--- config.mk ---
export PLATFORM = sky130hd
export DESIGN_NAME = crlf_message_deframer_core
export DESIGN_NICKNAME = d
export VERILOG_FILES = /design/src/hdl/crlfmd_pkg.sv /design/src/hdl/crlfmd_stage.sv /design/src/hdl/crlfmd_parser.sv /design/src/hdl/crlf_message_deframer_core.sv
export SDC_FILE = /design/constraint.sdc
export NUM_CORES = 1
export LEC_CHECK = 0
export ABC_AREA = 1
export BUFFER_PORTS_ARGS = -buffer_cell sky130_fd_sc_hd__buf_2
export CAP_MARGIN = 20
export CORE_UTILIZATION = 35
export CTS_BUF_LIST = sky130_fd_sc_hd__clkbuf_8
export DETAILED_ROUTE_END_ITERATION = 8
export PLACE_DENSITY_LB_ADDON = 0.05
export SKIP_LAST_GASP = 1
export SLEW_MARGIN = 20
export SYNTH_ARGS = -nofsm -noshare
export SYNTH_HDL_FRONTEND = slang
export SYNTH_SLANG_ARGS = --single-unit
export TNS_END_PERCENT = 100
--- constraint.sdc ---
create_clock -name i_clk -period 6.1 [get_ports i_clk]
set_input_delay 1.22 -clock i_clk [delete_from_list [all_inputs] [get_ports i_clk]]
set_output_delay 1.22 -clock i_clk [all_outputs]
set_load 0.01 [all_outputs]
--- src/hdl/crlfmd_pkg.sv ---
`timescale 1ns / 1ps

package crlfmd_pkg;

    // Fixed field widths of the byte and result channels.
    localparam int unsigned BYTE_W   = 8;
    localparam int unsigned CAP_W    = 13;
    localparam int unsigned OFFSET_W = 12;
    localparam int unsigned LENGTH_W = 12;

    // Default buffer size and the capacity register value after reset.
    localparam int unsigned MAX_BUFFER_BYTES_DEF = 4096;
    localparam logic [CAP_W-1:0] CAP_RESET = 13'd4096;

    // Framing characters.
    localparam logic [BYTE_W-1:0] CH_CR = 8'h0D;
    localparam logic [BYTE_W-1:0] CH_LF = 8'h0A;

    // Result status codes.
    typedef enum logic [2:0] {
        ST_DATA      = 3'd0,
        ST_END       = 3'd1,
        ST_PEER_TERM = 3'd2,
        ST_OVERFLOW  = 3'd3,
        ST_DONE      = 3'd4,
        ST_FAILED    = 3'd5,
        ST_LINK      = 3'd6
    } t_status;

    // One received item.
    typedef struct packed {
        logic              link_error;
        logic [BYTE_W-1:0] rx_byte;
    } t_rx_item;

    // One result item.
    typedef struct packed {
        logic [LENGTH_W-1:0] message_length;
        logic [OFFSET_W-1:0] byte_offset;
        logic [BYTE_W-1:0]   data_byte;
        logic                byte_valid;
        t_status             status;
    } t_result;

    // Sticky condition flags of the parser.
    typedef struct packed {
        logic done;
        logic failed;
    } t_flags;

endpackage

--- src/hdl/crlfmd_stage.sv ---
`timescale 1ns / 1ps

module crlfmd_stage
    import crlfmd_pkg::*;
#(
    parameter int unsigned WIDTH = $bits(t_result)
) (
    input  logic             i_clk,
    input  logic             i_rst_n,
    input  logic             i_valid,
    output logic             o_ready,
    input  logic [WIDTH-1:0] i_data,
    output logic             o_valid,
    input  logic             i_ready,
    output logic [WIDTH-1:0] o_data
);

    logic             r_valid;
    logic [WIDTH-1:0] r_data;

    // The stage takes a new transfer when empty or when its content leaves now.
    assign o_ready = !r_valid || i_ready;

    // Valid flag of the stage.
    always_ff @(posedge i_clk) begin
        if (!i_rst_n) begin
            r_valid <= 1'b0;
        end else if (o_ready) begin
            r_valid <= i_valid;
        end
    end

    // Payload register; no reset needed.
    always_ff @(posedge i_clk) begin
        if (o_ready && i_valid) begin
            r_data <= i_data;
        end
    end

    assign o_valid = r_valid;
    assign o_data  = r_data;

endmodule

--- src/hdl/crlfmd_parser.sv ---
`timescale 1ns / 1ps

module crlfmd_parser
    import crlfmd_pkg::*;
#(
    parameter int unsigned MAX_BUFFER_BYTES = MAX_BUFFER_BYTES_DEF
) (
    input  logic             i_clk,
    input  logic             i_rst_n,
    input  logic             i_step,
    input  t_rx_item         i_item,
    input  logic [CAP_W-1:0] i_capacity,
    output t_result          o_result,
    output t_flags           o_flags
);

    localparam int unsigned CNT_W = $clog2(MAX_BUFFER_BYTES + 1);
    localparam int unsigned CMP_W = (CNT_W > CAP_W) ? CNT_W : CAP_W;
    localparam logic [CMP_W-1:0] MAX_CMP = CMP_W'(MAX_BUFFER_BYTES);

    logic             r_prev_was_cr;
    logic [CNT_W-1:0] r_byte_count;
    logic             r_input_done;
    logic             r_input_failed;

    logic             n_prev_was_cr;
    logic [CNT_W-1:0] n_byte_count;
    logic             n_input_done;
    logic             n_input_failed;

    logic [CMP_W-1:0] cap_ext;
    logic [CMP_W-1:0] cap_eff;
    logic [CMP_W-1:0] count_ext;

    // Capacity above the buffer size acts as the buffer size.
    always_comb begin
        cap_ext   = CMP_W'(i_capacity);
        cap_eff   = (cap_ext > MAX_CMP) ? MAX_CMP : cap_ext;
        count_ext = CMP_W'(r_byte_count);
    end

    // Result and next state for the byte at the head of the pipeline.
    always_comb begin
        n_prev_was_cr  = r_prev_was_cr;
        n_byte_count   = r_byte_count;
        n_input_done   = r_input_done;
        n_input_failed = r_input_failed;
        o_result       = '0;
        o_result.status = ST_DATA;

        priority if (r_input_done) begin
            o_result.status = ST_DONE;
        end else if (r_input_failed) begin
            o_result.status = ST_FAILED;
        end else if (count_ext >= cap_eff) begin
            o_result.status = ST_OVERFLOW;
            n_input_failed  = 1'b1;
        end else if (i_item.link_error) begin
            o_result.status = ST_LINK;
            n_input_failed  = 1'b1;
        end else begin
            o_result.byte_valid  = 1'b1;
            o_result.data_byte   = i_item.rx_byte;
            o_result.byte_offset = OFFSET_W'(r_byte_count);
            if (r_prev_was_cr && (i_item.rx_byte == CH_LF)) begin
                // CR LF closes the message; a lone CR LF marks peer termination and sets done.
                n_byte_count  = '0;
                n_prev_was_cr = 1'b0;
                if (r_byte_count == CNT_W'(1)) begin
                    o_result.status = ST_PEER_TERM;
                    n_input_done    = 1'b1;
                end else begin
                    o_result.status         = ST_END;
                    o_result.message_length = LENGTH_W'(r_byte_count - CNT_W'(1));
                end
            end else begin
                n_byte_count    = r_byte_count + CNT_W'(1);
                n_prev_was_cr   = (i_item.rx_byte == CH_CR);
                o_result.status = ST_DATA;
            end
        end
    end

    // Framing state advances once per byte passed to the output stage.
    always_ff @(posedge i_clk) begin
        if (!i_rst_n) begin
            r_prev_was_cr  <= 1'b0;
            r_byte_count   <= '0;
            r_input_done   <= 1'b0;
            r_input_failed <= 1'b0;
        end else if (i_step) begin
            r_prev_was_cr  <= n_prev_was_cr;
            r_byte_count   <= n_byte_count;
            r_input_done   <= n_input_done;
            r_input_failed <= n_input_failed;
        end
    end

    assign o_flags.done   = r_input_done;
    assign o_flags.failed = r_input_failed;

endmodule

--- src/hdl/crlf_message_deframer_core.sv ---
`timescale 1ns / 1ps
// CR LF message deframer.
// Received bytes enter on the s_axis channel, one transfer per byte, with
// tuser set when the link failed instead of giving a byte. Each byte yields
// exactly one result transfer on m_axis: a status code in tuser, and in
// tdata the byte, its offset in the receive buffer and, at message end, the
// payload length. The buffer capacity register is written through
// i_cfg_wr_en / i_cfg_wr_data, only while no bytes are in flight; the
// user must keep to this, the block itself does not enforce it. Each byte
// passes an input register and a result register with the parser logic between.
// Throughput is one byte per cycle while results are taken; the framing
// state update is a single compare and increment as a byte enters the
// result register. Reset clears the framing state and the sticky done and
// failed flags, empties both registers and sets the capacity to 4096.
// When the receiver holds i_m_axis_tready low, the result register holds its
// transfer, the input register fills, and o_s_axis_tready falls; no byte is
// lost and the flow resumes at full rate once the receiver takes data.
module crlf_message_deframer_core
    import crlfmd_pkg::*;
#(
    parameter int unsigned MAX_BUFFER_BYTES = MAX_BUFFER_BYTES_DEF
) (
    input  logic             i_clk,
    input  logic             i_rst_n,
    // Configuration: buffer capacity.
    input  logic             i_cfg_wr_en,
    input  logic [CAP_W-1:0] i_cfg_wr_data,
    // Received bytes.
    input  logic             i_s_axis_tvalid,
    output logic             o_s_axis_tready,
    input  logic [7:0]       i_s_axis_tdata,   // [7:0] rx_byte
    input  logic [0:0]       i_s_axis_tuser,   // [0] link_error
    // Results.
    output logic             o_m_axis_tvalid,
    input  logic             i_m_axis_tready,
    output logic [31:0]      o_m_axis_tdata,   // [7:0] data_byte, [19:8] byte_offset,
                                               // [31:20] message_length
    output logic [3:0]       o_m_axis_tuser    // [2:0] status, [3] byte_valid
);

    logic [CAP_W-1:0] r_buffer_capacity;

    t_rx_item in_item;
    t_rx_item head_item;
    logic     head_valid;
    logic     out_ready;
    logic     step;
    t_result  step_result;
    t_result  out_result;
    t_flags   flags;

    // Capacity register.
    always_ff @(posedge i_clk) begin
        if (!i_rst_n) begin
            r_buffer_capacity <= CAP_RESET;
        end else if (i_cfg_wr_en) begin
            r_buffer_capacity <= i_cfg_wr_data;
        end
    end

    assign in_item.rx_byte    = i_s_axis_tdata;
    assign in_item.link_error = i_s_axis_tuser[0];

    // Input register.
    crlfmd_stage #(
        .WIDTH ($bits(t_rx_item))
    ) u_in_stage (
        .i_clk   (i_clk),
        .i_rst_n (i_rst_n),
        .i_valid (i_s_axis_tvalid),
        .o_ready (o_s_axis_tready),
        .i_data  (in_item),
        .o_valid (head_valid),
        .i_ready (out_ready),
        .o_data  (head_item)
    );

    // A byte is parsed when it moves from the input to the result register.
    assign step = head_valid && out_ready;

    crlfmd_parser #(
        .MAX_BUFFER_BYTES (MAX_BUFFER_BYTES)
    ) u_parser (
        .i_clk      (i_clk),
        .i_rst_n    (i_rst_n),
        .i_step     (step),
        .i_item     (head_item),
        .i_capacity (r_buffer_capacity),
        .o_result   (step_result),
        .o_flags    (flags)
    );

    // Result register.
    crlfmd_stage #(
        .WIDTH ($bits(t_result))
    ) u_out_stage (
        .i_clk   (i_clk),
        .i_rst_n (i_rst_n),
        .i_valid (head_valid),
        .o_ready (out_ready),
        .i_data  (step_result),
        .o_valid (o_m_axis_tvalid),
        .i_ready (i_m_axis_tready),
        .o_data  (out_result)
    );

    assign o_m_axis_tdata = {out_result.message_length, out_result.byte_offset,
                             out_result.data_byte};
    assign o_m_axis_tuser = {out_result.byte_valid, out_result.status};

`ifndef SYNTHESIS
    // Done and failed are sticky.
    a_done_sticky: assert property (@(posedge i_clk) disable iff (!i_rst_n)
        flags.done |=> flags.done)
        else $error("done flag cleared");

    a_failed_sticky: assert property (@(posedge i_clk) disable iff (!i_rst_n)
        flags.failed |=> flags.failed)
        else $error("failed flag cleared");

    // Only one terminal condition can ever be reached.
    a_flags_exclusive: assert property (@(posedge i_clk) disable iff (!i_rst_n)
        !(flags.done && flags.failed))
        else $error("done and failed both set");

    // A stored byte comes only with a data, message end or peer terminate status.
    a_byte_status: assert property (@(posedge i_clk) disable iff (!i_rst_n)
        (o_m_axis_tvalid && o_m_axis_tuser[3]) |->
        (o_m_axis_tuser[2:0] == ST_DATA || o_m_axis_tuser[2:0] == ST_END ||
         o_m_axis_tuser[2:0] == ST_PEER_TERM))
        else $error("byte stored with an error status");
`endif

endmodule
==> results.md, run 1 <==
* Worst Slack Setup Final at 2920 ps
* Endpoint kind of the worst setup timing path: flip-flop
* Transition time of the tightest slew-check pin at between 800 and 900 ps
* Routed wire length per instance at roughly 12 um
* Area share of the largest cell type after synthesis at about 36%
* Post CTS Setup Buffer Count at 0
* Fin. Hold Viols at 0
* CP dominant cell by count: sky130_fd_sc_hd__nand2_1
* Number of resized instances in the post-cts repair step at 0
* Share of synthesized registers carrying an async set or reset at 0%
* Effective utilization at floorplan at 36.3%
* Tightest hold margin at ~480 ps
* Pre-CTS setup slack at 2860 ps
* Placer Congestion at between 0.7 and 0.8
* CTS root buf: sky130_fd_sc_hd__clkbuf_8
* Static leakage at between 1.5 and 2 nW
* Clock skew at approximately 5.7 ps
* # clock sinks at 76
* Fraction of final layout cells with drive strength greater than 1 at between 20% and 30%
* Post-DR vias/cell at 4.57
* F_max at around 310 MHz
* Drt pass-1 iters at 4
* Layout Nets at 538
* Core area at a little over 0.01 sq mm
* Power per Cell Area at between 200 and 250 mW/mm^2
* CTS H-tree lvls at 3
* I/O pin count at 65
* Count of unresolved DRC violations after routing at 0
* Detailed Route Iter0 Violations at 66
* Post-route ant nets at 0
* Cell area after synthesis at around 0.0038 sq mm
* IO buf count at 64
* CTS tree: built
* Highest-delay cell along the critical path: sky130_fd_sc_hd__nand3_1
* Number of hold buffers added after CTS at 0
* Max Cap Viol at 0
* Most common cell after layout, fill and taps aside: sky130_fd_sc_hd__nor2_1
* Initial antenna violation count at 0
* Worst path top cell family by delay: simple AND/OR/NAND/NOR gates
* Number of antenna repair diodes at 0
* Number of buffers inserted during clock tree synthesis at 9
* Maximum buffer depth of the clock tree at 2
* Tot GR Track Use at between 10% and 20%
* Register clock-pin slew on the reported worst setup and hold paths at 80 ps
* Die width at 106 um
* Post-synthesis compound-gate area fraction at 7.68%
* Register bit count reported by yosys at 76
* Detailed-route wire length at 7910 um
* Critical path start-end classification: reg -> reg
* Max IR drop VDD at roughly 87 uV
* Net count of the mapped netlist at approximately 470
* Arrival @ worst endpoint at about 3400 ps
* Highest-count cells in the layout ignoring fill and taps: sky130_fd_sc_hd__nor2_1 (88), sky130_fd_sc_hd__nand2_1 (72), sky130_fd_sc_hd__buf_2 (64)
* Count of warnings emitted by yosys at 0
* Area of the die at 0.0112 sq mm
* Number of max-slew violations in the final report at 0
* Critical path buffers and inverters at 2
* DR vias at between 2000 and 3000
* EDFF count, synth at 45
* Class of the most critical hold timing path: reg -> reg
* Chip height at about 110 um
* Final setup violation count at 0
* XOR/XNOR Fraction of Synth Area at between 2 and 2.5%
* Number of fill cells in the layout at 1111
* Global route total overflow at 0
* Final critical-path share of the clock period at 52.1%
* Final core occ at a little over two fifths
* Mux share of post-synthesis cell area at 0%
* Relative slew margins at between 40% and 50%
* Pin count of the biggest net entering global routing at 43
* Post-Route Setup TNS at 0 ps
* Top fanout value on the critical path at 20
* Area added between synthesis and finish at 15.6%
* Number of core rows at 37
* Main area contributors after synthesis: sky130_fd_sc_hd__edfxtp_1 (36%), sky130_fd_sc_hd__dfxtp_1 (16%), sky130_fd_sc_hd__nor2_1 (8.8%), sky130_fd_sc_hd__nand2_1 (7.2%), sky130_fd_sc_hd__ha_1 (5.3%)
* Simple-Gate Fraction of Synth Area at 26.4%
* Stage delay of the slowest cell on the critical path at 620 ps
* Main combinational cell family by area after synthesis: simple AND/OR/NAND/NOR gates
* Via count of the first global-routing pass at 2789
* Post-Syn Instances at 430
* Result of the run: complete, no violations
* DP Wirelength at between 5000 and 6000 um
* Post-synthesis sequential area ratio at between 50% and 60%
* Required @ worst endpoint at ~6300 ps
* Distinct cell type count after synthesis at 33
* Synth area leader: sky130_fd_sc_hd__edfxtp_1
* Shortest period the worst path allows at ~3200 ps
* Startpoint type of the worst setup path: flip-flop
* Most used DFF post-synth: sky130_fd_sc_hd__edfxtp_1
* Insertion delay to the later sink of the worst-skew pair at 350 ps
* Unrepaired setup endpoints after global routing: false
* Avg Synthesized Cell Area at about 8.8 sq um
* Sequence of cells on the critical path: nor4_1 > nand2_1 > nor3_1 > a21oi_1 > clkinv_1 > nand2_1 > ha_1 > nand2_2 > inv_2 > nand2_1 > nand2_1 > nor2_1 > nor2_1 > nor2_2 > nand3_1 > nor2_1
* First-pass GRT wire length at 13300 um
* Adder-cell area share of the yosys netlist at between 5 and 6%
## worst min-delay path: cells and delay by family (launching register included)
kind,cells,cell delay (ps)
AOI/OAI and AO/OA,1,60
buffers and inverters,1,70
DFF,1,310
## state kept, by name (all words and copies together) (netlist names)
| signal | flops |
|---|---|
| u_out_stage.o_data | 36 |
| u_parser.count_ext | 13 |
| r_buffer_capacity | 13 |
| u_in_stage.o_data | 9 |
| u_in_stage.o_valid | 1 |
| u_parser.r_input_failed | 1 |
| u_parser.r_input_done | 1 |
| u_parser.r_prev_was_cr | 1 |
| u_out_stage.o_valid | 1 |
## path summary, 6_finish.rpt
path	startpoint	endpoint	slack [ps]	cells after the start
max	r_buffer_capacity[8]	u_out_stage.o_data[18]	2920	16
min	r_buffer_capacity[0]	r_buffer_capacity[0]	480	2
max reg2reg	r_buffer_capacity[8]	u_out_stage.o_data[18]	2920	16
min reg2reg	r_buffer_capacity[0]	r_buffer_capacity[0]	480	2
## metal layers
metal / up-vias / wire length [um] / track usage (%)
met5: - / 0 / 0
met4: 0 / 125 / 6.55
met3: 14 / 276 / 3.40
met2: 51 / 3630 / 25.3
met1: 1296 / 3880 / 19.6
li1: 1544 / - / -
## cell type report
cell class	instances	area [sq um]	area share, %
Clock buffer	9	124	2.85
Timing Repair Buffer	65	328	7.54
Sequential cell	76	1970	45.3
Tap cell	136	170	3.91
Multi-Input combinational cell	298	1560	35.9
Inverter	45	169	3.88
Clock inverter	7	27.5	0.633
## cell families after synthesis
logic type,count (synthesis)
fa+ha+maj,16
xor+xnor,9
buf+inv,56
simple gates,221
compound gates,52
flops,76
## synth_stat cells (all sizes together) (7+ instances only)
| master | count |
|---|---|
| nand2 | 73 |
| o21ai | 23 |
| buf | 7 |
| dfxtp | 31 |
| inv | 42 |
| nand3 | 24 |
| edfxtp | 45 |
| nor2 | 100 |
| ha | 16 |
| xor2 | 9 |
| nor3 | 15 |
| a21oi | 26 |
## through the flow
| stage | area (sq um) | power, mW | cells |
|---|---|---|---|
| 6_report | 4350 | 1.08 | 636 |
| 5_1_grt | 4350 | 1.15 | 636 |
| 4_1_cts | 4350 | 1.10 | 636 |
| 3_5_place_dp | 4200 | 0.777 | 620 |
| 3_3_place_gp | 4200 | 0.774 | 620 |
| 2_1_floorplan | 3760 | 0.726 | 430 |
## report_power, final
part           internal [mW]  switching [mW]  leakage (nW)
clock network          0.139           0.179        0.0855
logic                 0.0588           0.113          1.11
registers              0.574          0.0165         0.686
Power figures use the tool's default switching activity.
==> run 2: changes to the inputs <==
- ABC_AREA: 1 -> 0
- clock period: 6.1 -> 3 ns (I/O delays scaled with it)
==> results.md, run 2 <==
* CTS root buf: sky130_fd_sc_hd__clkbuf_8
* Most used DFF post-synth: sky130_fd_sc_hd__edfxtp_1
* Final critical-path share of the clock period at slightly below 90%
* Post-Syn Instances at between 300 and 400
* Main area contributors after synthesis: sky130_fd_sc_hd__edfxtp_1 (38%), sky130_fd_sc_hd__dfxtp_1 (17%), sky130_fd_sc_hd__ha_1 (5.6%), sky130_fd_sc_hd__and2_1 (3.7%), sky130_fd_sc_hd__mux2i_1 (3.4%)
* Detailed-route wire length on metal 1 at between 3000 and 4000 um
* Total placed instance area at 0.00404 sq mm
* Post-DR vias/cell at between 4 and 5
* Number of antenna repair diodes at 0
* Global route total overflow at 0
* Result of the run: complete, no violations
* Register bit count reported by yosys at between 70 and 80
* Initial antenna violation count at 0
* Static leakage at roughly 1.7 nW
* Via count of the first global-routing pass at roughly 2600
* Post-layout instance count excluding filler cells at between 500 and 600
* Cell area after synthesis at 0.00355 sq mm
* Layout Nets at roughly 440
* Area added between synthesis and finish at 20.2%
* Post-synthesis sequential area ratio at a little under three fifths
* Effective utilization at floorplan at 36.1%
* Unrepaired setup endpoints after global routing: false
* First-pass GRT wire length at 12800 um
* Core area at ~0.0098 sq mm
* Net count of the mapped netlist at roughly 380
* Shortest period the worst path allows at 2620 ps
* Drt pass-1 iters at 4
* Final core occ at 43.5%
* Count of warnings emitted by yosys at 0
* Final std cell area, no fill at 0.00427 sq mm
* Count of unresolved DRC violations after routing at 0
* Die width at about 100 um
* CTS H-tree lvls at 3
* F_max at approximately 380 MHz
* Most common cell after layout, fill and taps aside: sky130_fd_sc_hd__buf_2
* Placer Congestion at 0.794
* Distinct cell type count after synthesis at 45
* Transition time of the tightest slew-check pin at roughly 630 ps
* Post-Route Setup TNS at 0 ps
* CTS tree: built
* Routed wire length per instance at between 10 and 15 um
* IO buf count at 64
* DR vias at around 2600
* Insertion delay to the later sink of the worst-skew pair at roughly 340 ps
* Area of the die at ~0.011 sq mm
* Pin count of the biggest net entering global routing at 39
* DP Wirelength at around 5500 um
* Register clock-pin slew on the reported worst setup and hold paths at roughly 90 ps
* Top fanout value on the critical path at 13
* Number of fill cells in the layout at between 900 and 1000
* Final setup violation count at 0
* Post-route ant nets at 0
* Number of max-slew violations in the final report at 0
* Detailed Route Iter0 Violations at roughly 120
* Maximum buffer depth of the clock tree at 2
* Critical path start-end classification: reg -> reg
* Fraction of final layout cells with drive strength greater than 1 at between 20% and 30%
* Post CTS Setup Buffer Count at 0
* Most numerous cell types in the synthesized netlist: sky130_fd_sc_hd__edfxtp_1 (45), sky130_fd_sc_hd__nor2_1 (32), sky130_fd_sc_hd__dfxtp_1 (31), sky130_fd_sc_hd__nand2_1 (31), sky130_fd_sc_hd__and2_1 (21)
* Arrival @ worst endpoint at between 2000 and 3000 ps
* Class of the most critical hold timing path: in -> reg
* EDFF count, synth at 45
* Routed length on met2 at about 3600 um
* Synth area leader: sky130_fd_sc_hd__edfxtp_1
* Clock skew at between 10 and 15 ps
* Highest-count cells in the layout ignoring fill and taps: sky130_fd_sc_hd__buf_2 (64), sky130_fd_sc_hd__edfxtp_1 (45), sky130_fd_sc_hd__nor2_1 (32)
* Required @ worst endpoint at between 3000 and 4000 ps
* Number of core rows at 36
* Power after layout at 2.22 mW
* Number of buffers inserted during clock tree synthesis at 9
* Largest register FFs at 36
* Fin. Hold Viols at 0
* Most frequent cell after synthesis: sky130_fd_sc_hd__edfxtp_1
* Chip height at 103 um
* Endpoint kind of the worst setup timing path: flip-flop
* Tot GR Track Use at 16.2%
* Wire length on met3 at 293 um
* Max IR drop VDD at 249 uV
* Max Cap Viol at 0
* Uppermost routed layer: met4
* Avg Synthesized Cell Area at about 11 sq um
* # clock sinks at 76
* Startpoint type of the worst setup path: flip-flop
* Placed cells at roughly 520
* Power per Cell Area at ~520 mW/mm^2
* Area share of the largest cell type after synthesis at a little under two fifths
* Relative slew margins at roughly 58%
* Detailed-route wire length at around 7700 um
* I/O pin count at 65
* Share of synthesized registers carrying an async set or reset at 0%
## run 2: cell count changes in the layout (fill, tap and decap cells not counted), moves of 13 or more
cell                      before  now
sky130_fd_sc_hd__nand2_1      72   31
sky130_fd_sc_hd__and2_1        0   21
sky130_fd_sc_hd__nor2b_1       0   13
sky130_fd_sc_hd__inv_1        41    8
sky130_fd_sc_hd__nor2_1       88   32
## run 2: cell families (layout without fill, tap and decap cells)
group                    Yosys count  after routing  synth area share (%)
AO/OA/AOI/OAI                     51             51                  9.34
flip-flops                        76             76                  55.6
adder cells (fa/ha/maj)           16             16                  5.64
multiplexers                      12             12                  3.39
buffers and inverters             29             99                  3.21
XOR/XNOR                           8              8                  1.97
AND/OR/NAND/NOR                  142            142                  20.9
## run 2: area by class of cell
class / count / area, sq um / area share (%)
sequential: 76 / 1970 / 46.2
clock buffer: 10 / 138 / 3.23
tap: 133 / 166 / 3.90
timing repair buffer: 76 / 410 / 9.62
inverter: 7 / 26.3 / 0.616
clock inverter: 6 / 80.1 / 1.88
multi-input combinational: 229 / 1470 / 34.5
## run 2: critical path, cell delays in order (launching register included)
cell	delay (ps)
sky130_fd_sc_hd__dfxtp_1	310
sky130_fd_sc_hd__inv_1	290
sky130_fd_sc_hd__nand2_1	110
sky130_fd_sc_hd__ha_1	300
sky130_fd_sc_hd__a21oi_1	140
sky130_fd_sc_hd__o21ai_0	190
sky130_fd_sc_hd__or4_1	610
sky130_fd_sc_hd__or4_1	480
sky130_fd_sc_hd__a21boi_1	140
## run 2: timing repair
action | CTS | global route
hold buffers | 0 | 0
resized for setup | 0 | 1
setup endpoints to repair | 0 | 1
## run 2: layer usage
layer / GRT usage (%) / up-vias
met2: 26.1 / 55
li1: - / 1322
met1: 21.5 / 1238
met4: 5.38 / 0
met5: 0 / -
met3: 3.80 / 4
## run 2: stage by stage
step | setup WS, ps | hold WS (ps)
2_1_floorplan | 206 | 426
3_3_place_gp | 404 | 437
3_5_place_dp | 231 | 442
4_1_cts | 201 | 411
5_1_grt | 47.8 | 409
6_report | 379 | 432
## run 2: final timing paths
kind	start	endpoint	slack, ps	depth (start not counted)
worst min register to register	u_parser.r_prev_was_cr	u_parser.r_prev_was_cr	450	2
worst max-delay path	r_buffer_capacity[12]	u_parser.r_prev_was_cr	380	8
worst max register to register	r_buffer_capacity[12]	u_parser.r_prev_was_cr	380	8
worst min-delay path	i_s_axis_tuser	u_in_stage.o_data[8]	430	1
## run 2: report_power, final
part | leakage, nW | internal [mW] | total (mW) | switching (mW)
logic | 0.924 | 0.0788 | 0.190 | 0.111
registers | 0.669 | 1.15 | 1.17 | 0.0203
clock network | 0.113 | 0.485 | 0.860 | 0.375
==> run 3: changes to the inputs <==
- BUFFER_PORTS_ARGS: -buffer_cell sky130_fd_sc_hd__buf_2 -> -buffer_cell sky130_fd_sc_hd__buf_4
==> results.md, run 3 (same netlist as run 2, synthesis figures left out) <==
* Max IR drop VDD at approximately 190 uV
* Class of the most critical hold timing path: in -> reg
* Critical path buffers and inverters at 1
* Placer Congestion at ~0.86
* Stage delay of the slowest cell on the critical path at slightly below 600 ps
* First-pass GRT wire length at 12000 um
* Startpoint type of the worst setup path: flip-flop
* Area added between synthesis and finish at 22.8%
* Global route total overflow at 0
* F_max at around 380 MHz
* Maximum buffer depth of the clock tree at 2
* Placed cells at between 500 and 600
* Insertion delay to the later sink of the worst-skew pair at 350 ps
* IO buf count at between 60 and 70
* Fin. Hold Viols at 0
* Endpoint kind of the worst setup timing path: flip-flop
* I/O pin count at 65
* CTS root buf: sky130_fd_sc_hd__clkbuf_8
* Final setup violation count at 0
* Number of core rows at 36
* Core area at just under 0.01 sq mm
* Number of fill cells in the layout at between 900 and 1000
* # clock sinks at 76
* Largest register FFs at 36
* Static leakage at around 1.7 nW
* Number of max-slew violations in the final report at 0
* Number of antenna repair diodes at 0
* Area of the die at about 0.011 sq mm
* CP dominant cell by count: sky130_fd_sc_hd__or4_1
* Shortest period the worst path allows at approximately 2700 ps
* Area of combinational cells with multiple inputs at 0.00148 sq mm
* Post-DR vias/cell at ~4.8
* Storage cell area at around 0.0020 sq mm
* Highest-count cells in the layout ignoring fill and taps: sky130_fd_sc_hd__buf_4 (71), sky130_fd_sc_hd__edfxtp_1 (45), sky130_fd_sc_hd__nor2_1 (32)
* Routed wire length per instance at 14.1 um
* Max Cap Viol at 0
* Fraction of final layout cells with drive strength greater than 1 at 23.1%
* Critical path start-end classification: reg -> reg
* Unrepaired setup endpoints after global routing: true
* Detailed Route Iter0 Violations at around 110
* Number of hold buffers added after CTS at 0
* Top fanout value on the critical path at 13
* Layout Nets at 437
* CTS tree: built
* Relative slew margins at ~60%
* Highest-delay cell along the critical path: sky130_fd_sc_hd__or4_1
* CTS H-tree lvls at 3
* Detailed-route wire length at approximately 7500 um
* Worst path top cell family by delay: simple AND/OR/NAND/NOR gates
* Chip height at 103 um
* Most common cell after layout, fill and taps aside: sky130_fd_sc_hd__buf_4
* DP Wirelength at 5340 um
* Transition time of the tightest slew-check pin at approximately 600 ps
* Effective utilization at floorplan at 36.1%
* DR vias at 2554
* Result of the run: complete, no violations
* Via count of the first global-routing pass at 2386
* Tot GR Track Use at about 15%
* Register clock-pin slew on the reported worst setup and hold paths at roughly 80 ps
* Clock skew at about 8.6 ps
* Die width at a little over 100 um
* Arrival @ worst endpoint at 2950 ps
* Worst Slack Setup Final at ~330 ps
* Power per Cell Area at about 500 mW/mm^2
* Sequence of cells on the critical path: inv_1 > nand2_1 > ha_1 > nand4_1 > or3_1 > a21oi_2 > or4_1 > or4_1 > a21boi_1
* Initial antenna violation count at 0
* Post-route ant nets at 0
* Required @ worst endpoint at 3280 ps
* Pin count of the biggest net entering global routing at 39
* Post-layout instance count excluding filler cells at between 500 and 600
* Number of buffers inserted during clock tree synthesis at 9
* Count of unresolved DRC violations after routing at 0
* Final critical-path share of the clock period at between 80% and 90%
* Pre-CTS setup slack at approximately 150 ps
* Drt pass-1 iters at 4
==> run 3: what timing repair did <==
| item | in CTS | in global routing |
|---|---|---|
| setup endpoints to repair | 0 | 20 |
| resized for setup | 0 | 2 |
| buffers inserted | 0 | 0 |
==> run 3: layer usage <==
metal  vias to the layer above  GRT usage (%)  share of wire (%)  wire length (um)
met3                        10           2.58                3.8               284
met1                      1170           20.4                 49              3660
met5                         -              0                  0                 0
li1                       1317              -                  -                 -
met2                        57           24.0                 46              3430
met4                         0           8.24                1.7               126
==> run 3: path summary, 6_finish.rpt <==
check / end / slack, ps / depth (start not counted) / startpoint
worst max-delay path: u_parser.r_prev_was_cr / 330 / 9 / r_buffer_capacity[12]
worst min-delay path: u_in_stage.o_data[6] / 420 / 1 / i_s_axis_tdata[6]
worst max register to register: u_parser.r_prev_was_cr / 330 / 9 / r_buffer_capacity[12]
worst min register to register: u_parser.r_prev_was_cr / 450 / 2 / u_parser.r_prev_was_cr
==> run 3: final cells by class <==
type | count | share of cell area, %
Inverter | 7 | 0.603
Timing Repair Buffer | 71 | 12.2
Clock inverter | 7 | 1.41
Sequential cell | 76 | 45.2
Tap cell | 133 | 3.82
Clock buffer | 9 | 2.84
Multi-Input combinational cell | 229 | 33.9
==> run 3: power by group <==
group | switching, mW | leakage, nW | internal, mW
sequential | 0.0205 | 0.669 | 1.15
clock | 0.366 | 0.0953 | 0.374
combinational | 0.111 | 0.958 | 0.0984
total | 0.497 | 1.72 | 1.63
==> run 3: stage by stage <==
stage	hold slack (ps)	cell area (sq um)	TNS [ps]	utilization, %	power [mW]
floorplan	426	3550	0	-	1.31
global placement	440	4170	0	42.4	1.41
detailed placement	446	4170	0	42.4	1.41
CTS	399	4350	0	44.3	2.16
global route	399	4360	-4.57	44.4	2.22
finish	425	4360	0	44.4	2.12
